==> src/rtl/core/oli_pkg.sv <==
// Shared types, codes and defaults for the ordered list block.
`timescale 1ns / 1ps

package oli_pkg;

    // Default sizes of the list storage.
    localparam int DEPTH_DEF      = 32;
    localparam int VALUE_BITS_DEF = 32;

    // Fixed widths of the request and result fields.
    localparam int FUNC_W   = 2;
    localparam int VALUE_W  = 32;
    localparam int INDEX_W  = 5;
    localparam int LENGTH_W = 6;
    localparam int STATUS_W = 2;

    typedef logic [FUNC_W-1:0]   t_func;
    typedef logic [STATUS_W-1:0] t_status;
    typedef logic [1:0]          t_rd_sel;

    // Request codes.
    localparam t_func FUNC_APPEND = 2'd0;
    localparam t_func FUNC_INSERT = 2'd1;
    localparam t_func FUNC_READ   = 2'd2;
    localparam t_func FUNC_REMOVE = 2'd3;

    // Result status codes.
    localparam t_status ST_OK    = 2'd0;
    localparam t_status ST_FULL  = 2'd1;
    localparam t_status ST_RANGE = 2'd2;

    // Storage read address selection.
    localparam t_rd_sel RA_IDX   = 2'd0;
    localparam t_rd_sel RA_BELOW = 2'd1;
    localparam t_rd_sel RA_ABOVE = 2'd2;

    // Commands from the controller to the datapath.
    typedef struct packed {
        logic    accept;
        logic    latch_status;
        logic    ram_re;
        t_rd_sel rd_sel;
        logic    ram_we;
        logic    wr_at_count;
        logic    wr_value;
        logic    load_p_count;
        logic    load_p_idx;
        logic    p_dec;
        logic    p_inc;
        logic    cnt_inc;
        logic    cnt_dec;
        logic    cap_rd;
        logic    out_load;
    } t_cmd;

    // Status from the datapath to the controller.
    typedef struct packed {
        t_func   func;
        t_status status;
        logic    full;
        logic    empty;
        logic    p_at_idx;
        logic    p_last;
        logic    out_free;
    } t_sts;

endpackage

==> src/rtl/core/oli_ram.sv <==
// Generic single-write, single-read RAM with registered read data.
`timescale 1ns / 1ps

module oli_ram #(
    parameter int WIDTH = 32,
    parameter int DEPTH = 32
) (
    input  logic                     i_clk,
    input  logic                     i_we,
    input  logic [$clog2(DEPTH)-1:0] i_waddr,
    input  logic [WIDTH-1:0]         i_wdata,
    input  logic                     i_re,
    input  logic [$clog2(DEPTH)-1:0] i_raddr,
    output logic [WIDTH-1:0]         o_rdata
);

    logic [WIDTH-1:0] r_mem [DEPTH];
    logic [WIDTH-1:0] r_rdata;

    // Write port and registered read port.
    always_ff @(posedge i_clk) begin
        if (i_we) begin
            r_mem[i_waddr] <= i_wdata;
        end
        if (i_re) begin
            r_rdata <= r_mem[i_raddr];
        end
    end

    assign o_rdata = r_rdata;

endmodule

==> src/rtl/core/oli_ctrl.sv <==
// Controller state machine that sequences list requests.
`timescale 1ns / 1ps

module oli_ctrl (
    input  logic        i_clk,
    input  logic        i_rst_n,
    input  logic        i_valid,
    output logic        o_stall,
    input  oli_pkg::t_sts i_sts,
    output oli_pkg::t_cmd o_cmd
);

    localparam logic [3:0] S_IDLE    = 4'd0;
    localparam logic [3:0] S_DECODE  = 4'd1;
    localparam logic [3:0] S_FETCH   = 4'd2;
    localparam logic [3:0] S_CAPTURE = 4'd3;
    localparam logic [3:0] S_UP_RD   = 4'd4;
    localparam logic [3:0] S_UP_WR   = 4'd5;
    localparam logic [3:0] S_DN_RD   = 4'd6;
    localparam logic [3:0] S_DN_WR   = 4'd7;
    localparam logic [3:0] S_FINISH  = 4'd8;

    logic [3:0]    r_state;
    logic [3:0]    n_state;
    oli_pkg::t_cmd cmd;

    // State register.
    always_ff @(posedge i_clk) begin
        if (!i_rst_n) begin
            r_state <= S_IDLE;
        end else begin
            r_state <= n_state;
        end
    end

    // Next state and commands.
    always_comb begin
        n_state = r_state;
        cmd     = '0;
        case (r_state)
            S_IDLE: begin
                if (i_valid) begin
                    cmd.accept = 1'b1;
                    n_state    = S_DECODE;
                end
            end
            S_DECODE: begin
                cmd.latch_status = 1'b1;
                if (i_sts.status != oli_pkg::ST_OK) begin
                    n_state = S_FINISH;
                end else if (i_sts.func == oli_pkg::FUNC_APPEND) begin
                    cmd.ram_we      = 1'b1;
                    cmd.wr_at_count = 1'b1;
                    cmd.wr_value    = 1'b1;
                    cmd.cnt_inc     = 1'b1;
                    n_state         = S_FINISH;
                end else if (i_sts.func == oli_pkg::FUNC_INSERT) begin
                    cmd.load_p_count = 1'b1;
                    n_state          = S_UP_RD;
                end else begin
                    n_state = S_FETCH;
                end
            end
            S_FETCH: begin
                cmd.ram_re = 1'b1;
                cmd.rd_sel = oli_pkg::RA_IDX;
                n_state    = S_CAPTURE;
            end
            S_CAPTURE: begin
                cmd.cap_rd = 1'b1;
                if (i_sts.func == oli_pkg::FUNC_READ) begin
                    n_state = S_FINISH;
                end else begin
                    cmd.load_p_idx = 1'b1;
                    n_state        = S_DN_RD;
                end
            end
            // Move entries up one place, starting from the end.
            S_UP_RD: begin
                if (i_sts.p_at_idx) begin
                    cmd.ram_we   = 1'b1;
                    cmd.wr_value = 1'b1;
                    cmd.cnt_inc  = 1'b1;
                    n_state      = S_FINISH;
                end else begin
                    cmd.ram_re = 1'b1;
                    cmd.rd_sel = oli_pkg::RA_BELOW;
                    n_state    = S_UP_WR;
                end
            end
            S_UP_WR: begin
                cmd.ram_we = 1'b1;
                cmd.p_dec  = 1'b1;
                n_state    = S_UP_RD;
            end
            // Move entries down one place, starting at the removed slot.
            S_DN_RD: begin
                if (i_sts.p_last) begin
                    cmd.cnt_dec = 1'b1;
                    n_state     = S_FINISH;
                end else begin
                    cmd.ram_re = 1'b1;
                    cmd.rd_sel = oli_pkg::RA_ABOVE;
                    n_state    = S_DN_WR;
                end
            end
            S_DN_WR: begin
                cmd.ram_we = 1'b1;
                cmd.p_inc  = 1'b1;
                n_state    = S_DN_RD;
            end
            S_FINISH: begin
                if (i_sts.out_free) begin
                    cmd.out_load = 1'b1;
                    n_state      = S_IDLE;
                end
            end
            default: begin
                n_state = S_IDLE;
            end
        endcase
    end

    assign o_cmd   = cmd;
    assign o_stall = (r_state != S_IDLE);

endmodule

==> src/rtl/core/oli_dp.sv <==
// Datapath: request registers, list storage, length counter and result register.
`timescale 1ns / 1ps

module oli_dp #(
    parameter int DEPTH      = oli_pkg::DEPTH_DEF,
    parameter int VALUE_BITS = oli_pkg::VALUE_BITS_DEF
) (
    input  logic                          i_clk,
    input  logic                          i_rst_n,
    input  oli_pkg::t_cmd                 i_cmd,
    output oli_pkg::t_sts                 o_sts,
    input  logic [oli_pkg::FUNC_W-1:0]    i_func,
    input  logic [oli_pkg::VALUE_W-1:0]   i_value,
    input  logic [oli_pkg::INDEX_W-1:0]   i_index,
    input  logic                          i_stall,
    output logic                          o_valid,
    output logic [oli_pkg::VALUE_W-1:0]   o_read_value,
    output logic [oli_pkg::LENGTH_W-1:0]  o_length,
    output logic [oli_pkg::STATUS_W-1:0]  o_status
);

    localparam int AW  = $clog2(DEPTH);
    localparam int CW  = $clog2(DEPTH + 1);
    localparam int CW1 = CW + 1;
    localparam int IW  = (CW > oli_pkg::INDEX_W) ? CW : oli_pkg::INDEX_W;

    logic [CW-1:0]                  r_count;
    logic [CW-1:0]                  r_p;
    oli_pkg::t_func                 r_func;
    logic [VALUE_BITS-1:0]          r_value;
    logic [oli_pkg::INDEX_W-1:0]    r_idx;
    oli_pkg::t_status               r_status;
    logic [oli_pkg::VALUE_W-1:0]    r_rd;
    logic                           r_out_valid;
    logic [oli_pkg::VALUE_W-1:0]    r_out_rd;
    logic [oli_pkg::LENGTH_W-1:0]   r_out_len;
    oli_pkg::t_status               r_out_status;

    logic                  full;
    logic                  idx_gt;
    logic                  idx_ge;
    oli_pkg::t_status      status;
    logic [AW-1:0]         ram_raddr;
    logic [AW-1:0]         ram_waddr;
    logic [VALUE_BITS-1:0] ram_wdata;
    logic [VALUE_BITS-1:0] ram_rdata;

    // Control registers: entry count and result valid flag.
    always_ff @(posedge i_clk) begin
        if (!i_rst_n) begin
            r_count     <= '0;
            r_out_valid <= 1'b0;
        end else begin
            if (i_cmd.cnt_inc) begin
                r_count <= r_count + 1'b1;
            end else if (i_cmd.cnt_dec) begin
                r_count <= r_count - 1'b1;
            end
            if (i_cmd.out_load) begin
                r_out_valid <= 1'b1;
            end else if (!i_stall) begin
                r_out_valid <= 1'b0;
            end
        end
    end

    // Request capture, working pointer and result payload.
    always_ff @(posedge i_clk) begin
        if (i_cmd.accept) begin
            r_func  <= i_func;
            r_value <= VALUE_BITS'(i_value);
            r_idx   <= i_index;
            r_rd    <= '0;
        end else if (i_cmd.cap_rd) begin
            r_rd <= oli_pkg::VALUE_W'(ram_rdata);
        end
        if (i_cmd.latch_status) begin
            r_status <= status;
        end
        if (i_cmd.load_p_count) begin
            r_p <= r_count;
        end else if (i_cmd.load_p_idx) begin
            r_p <= CW'(r_idx);
        end else if (i_cmd.p_dec) begin
            r_p <= r_p - 1'b1;
        end else if (i_cmd.p_inc) begin
            r_p <= r_p + 1'b1;
        end
        if (i_cmd.out_load) begin
            r_out_rd     <= r_rd;
            r_out_len    <= oli_pkg::LENGTH_W'(r_count);
            r_out_status <= r_status;
        end
    end

    // Request checks against the current length.
    always_comb begin
        full   = (r_count == CW'(DEPTH));
        idx_gt = (IW'(r_idx) > IW'(r_count));
        idx_ge = (IW'(r_idx) >= IW'(r_count));
        case (r_func)
            oli_pkg::FUNC_APPEND: status = full ? oli_pkg::ST_FULL : oli_pkg::ST_OK;
            oli_pkg::FUNC_INSERT: begin
                if (full) begin
                    status = oli_pkg::ST_FULL;
                end else if (idx_gt) begin
                    status = oli_pkg::ST_RANGE;
                end else begin
                    status = oli_pkg::ST_OK;
                end
            end
            default: status = idx_ge ? oli_pkg::ST_RANGE : oli_pkg::ST_OK;
        endcase
    end

    // Storage address and data selection.
    always_comb begin
        case (i_cmd.rd_sel)
            oli_pkg::RA_IDX:   ram_raddr = AW'(r_idx);
            oli_pkg::RA_BELOW: ram_raddr = AW'(r_p - 1'b1);
            oli_pkg::RA_ABOVE: ram_raddr = AW'(r_p + 1'b1);
            default:           ram_raddr = AW'(r_idx);
        endcase
        ram_waddr = i_cmd.wr_at_count ? AW'(r_count) : AW'(r_p);
        ram_wdata = i_cmd.wr_value ? r_value : ram_rdata;
    end

    oli_ram #(
        .WIDTH (VALUE_BITS),
        .DEPTH (DEPTH)
    ) u_ram (
        .i_clk   (i_clk),
        .i_we    (i_cmd.ram_we),
        .i_waddr (ram_waddr),
        .i_wdata (ram_wdata),
        .i_re    (i_cmd.ram_re),
        .i_raddr (ram_raddr),
        .o_rdata (ram_rdata)
    );

    // Status back to the controller.
    always_comb begin
        o_sts          = '0;
        o_sts.func     = r_func;
        o_sts.status   = status;
        o_sts.full     = full;
        o_sts.empty    = (r_count == '0);
        o_sts.p_at_idx = (IW'(r_p) == IW'(r_idx));
        o_sts.p_last   = ((CW1'(r_p) + 1'b1) >= CW1'(r_count));
        o_sts.out_free = !r_out_valid || !i_stall;
    end

    assign o_valid      = r_out_valid;
    assign o_read_value = r_out_rd;
    assign o_length     = r_out_len;
    assign o_status     = r_out_status;

endmodule

==> src/rtl/core/ordered_list_insert_remove.sv <==
// Top level of the fixed-capacity ordered list with insert and remove.
//
//  Channel   Direction  Handshake          Fields
//  request   in         i_valid / o_stall  i_func, i_value, i_index
//  result    out        o_valid / i_stall  o_read_value, o_length, o_status
//
// One request is in flight at a time; the controller returns to idle before the next beat.
// Shifting goes through the storage RAM, one read and then one write per entry.
// Synchronous active-low reset clears the length to zero; storage is not cleared.
// A stalled result holds in the output register; the next request beat is still taken.
`timescale 1ns / 1ps

module ordered_list_insert_remove #(
    parameter int DEPTH      = oli_pkg::DEPTH_DEF,
    parameter int VALUE_BITS = oli_pkg::VALUE_BITS_DEF
) (
    input  logic                          i_clk,
    input  logic                          i_rst_n,
    input  logic                          i_valid,
    output logic                          o_stall,
    input  logic [oli_pkg::FUNC_W-1:0]    i_func,
    input  logic [oli_pkg::VALUE_W-1:0]   i_value,
    input  logic [oli_pkg::INDEX_W-1:0]   i_index,
    output logic                          o_valid,
    input  logic                          i_stall,
    output logic [oli_pkg::VALUE_W-1:0]   o_read_value,
    output logic [oli_pkg::LENGTH_W-1:0]  o_length,
    output logic [oli_pkg::STATUS_W-1:0]  o_status
);

    oli_pkg::t_cmd cmd;
    oli_pkg::t_sts sts;

    oli_ctrl u_ctrl (
        .i_clk   (i_clk),
        .i_rst_n (i_rst_n),
        .i_valid (i_valid),
        .o_stall (o_stall),
        .i_sts   (sts),
        .o_cmd   (cmd)
    );

    oli_dp #(
        .DEPTH      (DEPTH),
        .VALUE_BITS (VALUE_BITS)
    ) u_dp (
        .i_clk        (i_clk),
        .i_rst_n      (i_rst_n),
        .i_cmd        (cmd),
        .o_sts        (sts),
        .i_func       (i_func),
        .i_value      (i_value),
        .i_index      (i_index),
        .i_stall      (i_stall),
        .o_valid      (o_valid),
        .o_read_value (o_read_value),
        .o_length     (o_length),
        .o_status     (o_status)
    );

    // The list never grows past capacity.
    assert property (@(posedge i_clk) disable iff (!i_rst_n) cmd.cnt_inc |-> !sts.full)
        else $error("length incremented on a full list");

    // The list never shrinks below empty.
    assert property (@(posedge i_clk) disable iff (!i_rst_n) cmd.cnt_dec |-> !sts.empty)
        else $error("length decremented on an empty list");

    // A new result never overwrites one that is still stalled.
    assert property (@(posedge i_clk) disable iff (!i_rst_n)
        cmd.out_load |-> (!o_valid || !i_stall))
        else $error("result register overwritten while stalled");

    // After a request beat the block is busy until that request finishes.
    assert property (@(posedge i_clk) disable iff (!i_rst_n)
        (i_valid && !o_stall) |=> o_stall)
        else $error("request accepted while another is in flight");

endmodule

==> config.mk <==
export PLATFORM = sky130hd
export DESIGN_NAME = ordered_list_insert_remove
export DESIGN_NICKNAME = d
export VERILOG_FILES = /design/src/rtl/core/oli_pkg.sv /design/src/rtl/core/oli_ram.sv /design/src/rtl/core/oli_ctrl.sv /design/src/rtl/core/oli_dp.sv /design/src/rtl/core/ordered_list_insert_remove.sv
export SDC_FILE = /design/constraint.sdc
export NUM_CORES = 1
export LEC_CHECK = 0
export BUFFER_PORTS_ARGS = -buffer_cell sky130_fd_sc_hd__buf_2
export CELL_PAD_IN_SITES_DETAIL_PLACEMENT = 0
export CELL_PAD_IN_SITES_GLOBAL_PLACEMENT = 1
export CORE_MARGIN = 1.5
export CORE_UTILIZATION = 54
export DETAILED_ROUTE_END_ITERATION = 6
export PLACE_DENSITY_LB_ADDON = 0.1
export SLEW_MARGIN = 10
export SYNTH_ARGS = -nofsm -noshare
export SYNTH_HDL_FRONTEND = slang
export SYNTH_SLANG_ARGS = --single-unit
export TNS_END_PERCENT = 1
==> constraint.sdc <==
create_clock -name i_clk -period 5.1 [get_ports i_clk]
set_input_delay 0.51 -clock i_clk [delete_from_list [all_inputs] [get_ports i_clk]]
set_output_delay 0.51 -clock i_clk [all_outputs]
set_load 0.01 [all_outputs]
# Word-level counts from Yosys, hierarchy flattened
# Memories as Yosys holds them, arrays and structs flattened. A register that Yosys moved wholly into a read port is not among the register bits.
# Cells that the tools add are included.
# totals
ff_bits	130
latch_bits	0
ram_bits	1024
rom_bits	0
input_bits	43
out_inout_bits	42
elab_cells	103
mem_count	1
# mem_list
memory	depth	word_bits	rd	rd_clocked_by_memory_dff	write_ports	line_no	text
u_dp.u_ram.r_mem	32	32	1	1	1	oli_ram.sv:17	logic [WIDTH-1:0] r_mem [DEPTH];
# op_classes
addsub	5
multipliers	0
n_div	0
n_lt_le_gt_ge	3
eq_ne	17
shifts	0
mux	54
bitwise	0
reduce_logical	11
# op_table
operator	count
$mux W6	6
$pmux W4 S9	1
$mux W32	1
$mux W4	8
$mux W1	24
$eq A4 B3 Y1 const B	4
$add A6 B1 Y6 const B	2
$mux W3	4
$sub A6 B1 Y6 const B	2
$pmux W5 S2	1
$pmux W3 S3	1
$eq A4 B2 Y1 const B	2
$reduce_bool A4 Y1	2
$add A6 B1 Y7 const B	1
$ge A7 B6 Y1	1
$eq A6 B5 Y1	1
$eq A6 B6 Y1 const B	1
$ge A5 B6 Y1	1
$gt A5 B6 Y1	1
$mux W2	3
$mux W5	1
$eq A2 B1 Y1 const B	2
$eq A2 B2 Y1 const B	2
$eq A4 B1 Y1 const B	1
other kinds (13)	17

# Logic depth before layout (Yosys ltp)
# depth
word_depth	9
depth_mapped	20
depth_no_buf	15

# Cells and area by module
# A second synthesis with hierarchy kept.
# unflattened
hier_cells	2746
hier_area_um2	46758.6
# modules_own_cells
module	n_inst	cells_each	area_per_inst_um2	seq_area_each_um2
oli_ram	1	2260	40812.9	31710.4
oli_dp	1	417	5497.8	3393.3
oli_ctrl	1	69	447.9	80.1

# Least setup slack after synthesis
# No wires, ideal clock.
# synth_path
path_kind	register to register
start	register u_dp.r_p[0]
end	register u_dp.u_ram.r_rdata[27], in the netlist u_dp.u_ram.o_rdata[27], read port of u_dp.u_ram.r_mem (data pin)
setup_ps	257
arrival_time_ps	3921
required_ps	4843
setup_slack_ps	922
stages_incl_launch_ff	17
n_path_buf	4
synth_period_minus_slack_ps	4178
path_cell_list	edfxtp_1 buf_2 inv_1 ha_1 ha_1 a21o_1 a21o_1 a31oi_1 o211ai_1 ha_1 buf_4 o21ai_0 buf_4 clkbuf_1 mux4_2 mux2_4 o2111a_1
# synth_via
elab_chain_len	6
elab_cells_between_ends	11
classes_between	add/sub (3); order compare (1); eq/ne (3); mux (4)
# synth_lines
item	line_no	text
start, declared	oli_dp.sv:28	logic [CW-1:0] r_p;
start signal, assigned	oli_dp.sv:81	r_p <= r_count;
start signal, assigned	oli_dp.sv:83	r_p <= CW'(r_idx);
start signal, assigned	oli_dp.sv:85	r_p <= r_p - 1'b1;
$add A6 B1 Y7	oli_dp.sv:149	o_sts.p_last = ((CW1'(r_p) + 1'b1) >= CW1'(r_count));
$ge A7 B6 Y1	oli_dp.sv:149	
$mux W3	oli_ctrl.sv:98	if (i_sts.p_last) begin
$pmux W3 S3	oli_ctrl.sv:40	case (r_state)
$eq A2 B2 Y1 / $eq A2 B1 Y1 (equally long branches)	oli_dp.sv:118	case (i_cmd.rd_sel)
$pmux W5 S2	oli_dp.sv:118	
end, declared	oli_ram.sv:18	logic [WIDTH-1:0] r_rdata;
# Parallel ways exist; a longest one is shown, timed or not.
# A chain may end at the register's enable or synchronous reset.

# Worst setup path after layout
# layout_path
start	register u_dp.r_p[0]
end	register u_dp.u_ram.r_rdata[20], in the netlist u_dp.u_ram.o_rdata[20], read port of u_dp.u_ram.r_mem (data pin)
# The elaborated chain is that of the path after synthesis.

==> flow_summary.toml <==
[die]
fp.coreArea_um2 = 85680
num_io_pins = 85
die_area_um2 = 88650
dieWidth_um = 297.7
start_util = 0.5475
row_count = 107
die_h_um = 297.7

[layout]
antennaDiodeCount = 0
area_delta_synth_final_pct = 15.15
nNetsFinal = 2977
layout-drive-gt1-share = 0.2103
final_common_cell = "edfxtp_1"
final_cell_mix = "1143 x edfxtp_1, 374 x nand2_1, 160 x mux4_2"

[critical_path]
crit_slowest_cell = "o311ai_0"
arrival_ps = 5350
crit_chain = "inv_1 -> ha_1 -> ha_1 -> a21o_1 -> a21o_1 -> a31oi_1 -> o211ai_1 -> ha_1 -> buf_4 -> o31ai_4 -> buf_12 -> buf_12 -> nand2_1 -> and3_1 -> o311ai_0 -> buf_4 -> o2111a_1"
crit_family = "compound AO/OA/AOI/OAI gates"
path_common_cell = "ha_1"
worstPathRequired_ps = 5660
cpPeakStageDelay_ps = 650
cp_max_fo = 56
cp-start-kind = "flop"
crit_buf_inv = 5
critPathKind = "flop to flop"
rrSetupSlack_ps = 310
endpoint_kind = "flop"

[synthesis]
synth_top_family_by_area = "multiplexers"
synth.largest_area_cell = "edfxtp_1"
synthesis.nets = 2784
seq_area_frac_synth = 0.7500
syn_area_per_cell_um2 = 17.24
async_reset_ff_frac = 0
synth_xor_xnor_area_share = 0.003521
synth-edff-count = 1143
synthSimpleGateAreaFrac = 0.06721
synthAdderAreaFrac = 0.005494
ys_warn_count = 0
synth_seq_cells = 1186
syn_inst = 2721
ys.flop_type = "edfxtp_1"
ys_top_cells_by_area = "edfxtp_1 73%, mux4_2 7.7%, nand2_1 3.0%, dfxtp_1 1.8%, a211oi_1 1.6%"
netlist-cell-type-count = 65
netlist_area_um2 = 46910
synth-compound-area-share = 0.06628
synth_top_area_share = 0.7317
synthMuxAreaShare = 0.08711

[clock_network]
clockBufferDepth = 3
htreeDepth = 3
root_buffer = "clkbuf_16"
post_cts_resized = 0
worst_skew_pair.late_latency_ps = 710
cts_made_buffers = 121
cts_sinks = 1186
path_clk_slew_ps = 60
cts_tree = "built"

[timing]
fin_crit_ps = 4791
worstMarginPinSlew_ps = 1098
period_share = 0.9395
max_freq_ghz = 0.2087
hold_violations = 0
rsz0062_at_grt = "no"
fin_worst_skew_ps = 29.35
setup_viol = 0
setup_slack_ps = 308.7
tns_ps = 0
max-slew-margin-rel = 0.2662
maxSlewViolCount = 0

[place]
portBuffers = 84
post-place-ws_ps = 230.2
place_congestion = 0.8683
hpwl_um = 64940

[routing]
first_pass_iters = 5
detail_route.vias_per_cell = 6.328
drtIter0Drc = 3077
via_count = 26350
ant_nets = 0
wirelength_um = 126600
wl_per_cell_um = 30.40
drt_drc_violations_left = 0

[pwr]
powerDensity_nw_per_um2 = 436.1
p_sw_mw = 5.970
power_leakage_nw = 17.63
vdd_drop_max_v = 0.0003034
power_frac_seq = 0.484
switching_share = 0.2534
combPwrFrac = 0.149
pwr-share-clk = 0.367
intPower_mw = 17.59

[global_route]
antenna_found_initial = 1
grt_pass1_vias = 26160
track_usage = 0.2879
grt_max_degree = 97
overflow = 0
grt_pass1_wl_um = 182700

[min_path]
holdCritPathClass = "input pin to flop"

[flow_run]
max_cap_viol_count = 0

[run_status]
outcome = "finished, final reports clean"
[final timing paths]
path | start | end | depth (start not counted)
worst max-delay path | u_dp.r_p[0]$_DFFE_PP_ | u_dp.u_ram.o_rdata[20]$_DFFE_PP_ | 17
worst min-delay path | i_value[21] | u_dp.r_value[21]$_DFFE_PP_ | 1
worst min register to register | u_dp.r_rd[12]$_SDFFE_PP0N_ | u_dp.o_read_value[12]$_DFFE_PP_ | 0
worst max register to register | u_dp.r_p[0]$_DFFE_PP_ | u_dp.u_ram.o_rdata[20]$_DFFE_PP_ | 17
[layout make-up]
cell class / count / area, um^2
repair buffers: 244 / 2292
clock inverters: 75 / 640.6
multi-input cells: 1339 / 11130
well taps: 1144 / 1431
inverters: 22 / 82.58
flip-flops and latches: 1186 / 35180
fillers: 6160 / 31660
clock buffers: 154 / 3254
[through the flow]
stage	instances	utilization	hold slack [ps]	area, um^2	power (mW)
3_5_place_dp	3896	0.5805	417.5	49740	15.09
4_1_cts	4163	0.6304	22.65	54010	23.67
6_report	4164	0.6304	59.63	54020	23.56
3_3_place_gp	3896	0.5805	411.7	49740	15.00
5_1_grt	4164	0.6304	52.71	54020	24.32
2_1_floorplan	2721	-	400.3	46910	13.82
[kinds of logic after synthesis]
family          Yosys count
flops                  1186
mux                     199
xor+xnor                 18
buf+inv                 196
fa+ha+maj                20
simple gates            670
compound gates          432
[timing repair]
| action | CTS | global route |
|---|---|---|
| buffers inserted | 0 | 1 |
| endpoints found under the setup margin | 0 | 11 |
| hold endpoints to repair | 38 | 0 |
| hold buffers | 38 | 0 |
[power groups by stage]
| stage | Combinational (mW) | Sequential, mW | Clock [mW] |
|---|---|---|---|
| global route | 3.79 | 11.4 | 9.12 |
| global placement | 3.40 | 11.6 | 0 |
| floorplan | 2.26 | 11.6 | 0 |
| finish | 3.52 | 11.4 | 8.63 |
| detailed placement | 3.48 | 11.6 | 0 |
| CTS | 3.52 | 11.4 | 8.75 |
[layer usage]
layer	up-vias	routed length, um	share of wire	track usage
li1	11220	-	-	-
met1	13690	51350	0.41	0.4035
met2	1217	60770	0.48	0.4631
met3	228	10300	0.081	0.04820
met4	0	4185	0.033	0.09706
met5	-	0	0	0
[flip-flops by register name, indices dropped and copies added, names as in the netlist]
register / flops
u_dp.u_ram.o_rdata: 32
u_dp.u_ram.r_mem: 1024
u_dp.o_valid: 1
u_dp.o_read_value: 32
u_dp.r_p: 6
u_dp.r_rd: 32
u_dp.r_value: 32
u_dp.o_status: 2
u_dp.r_func: 2
u_ctrl.r_state: 4
u_dp.o_length: 6
u_dp.r_count: 6
u_dp.r_idx: 5
u_dp.r_status: 2
[cells in the mapped netlist (14+ instances only)]
cell / count
edfxtp_1: 1143
nand2_1: 374
mux4_2: 160
o21ai_0: 107
a211oi_1: 101
clkbuf_1: 101
and3_1: 99
and2_1: 98
o311ai_0: 68
a21oi_1: 52
nor2_1: 49
dfxtp_1: 43
buf_2: 40
o2111a_1: 32
o311ai_1: 28
inv_1: 21
ha_1: 19
mux2_2: 18
buf_6: 14
mux2_4: 14
nand3_1: 14
Note: power is estimated with default switching activity, not from simulation.
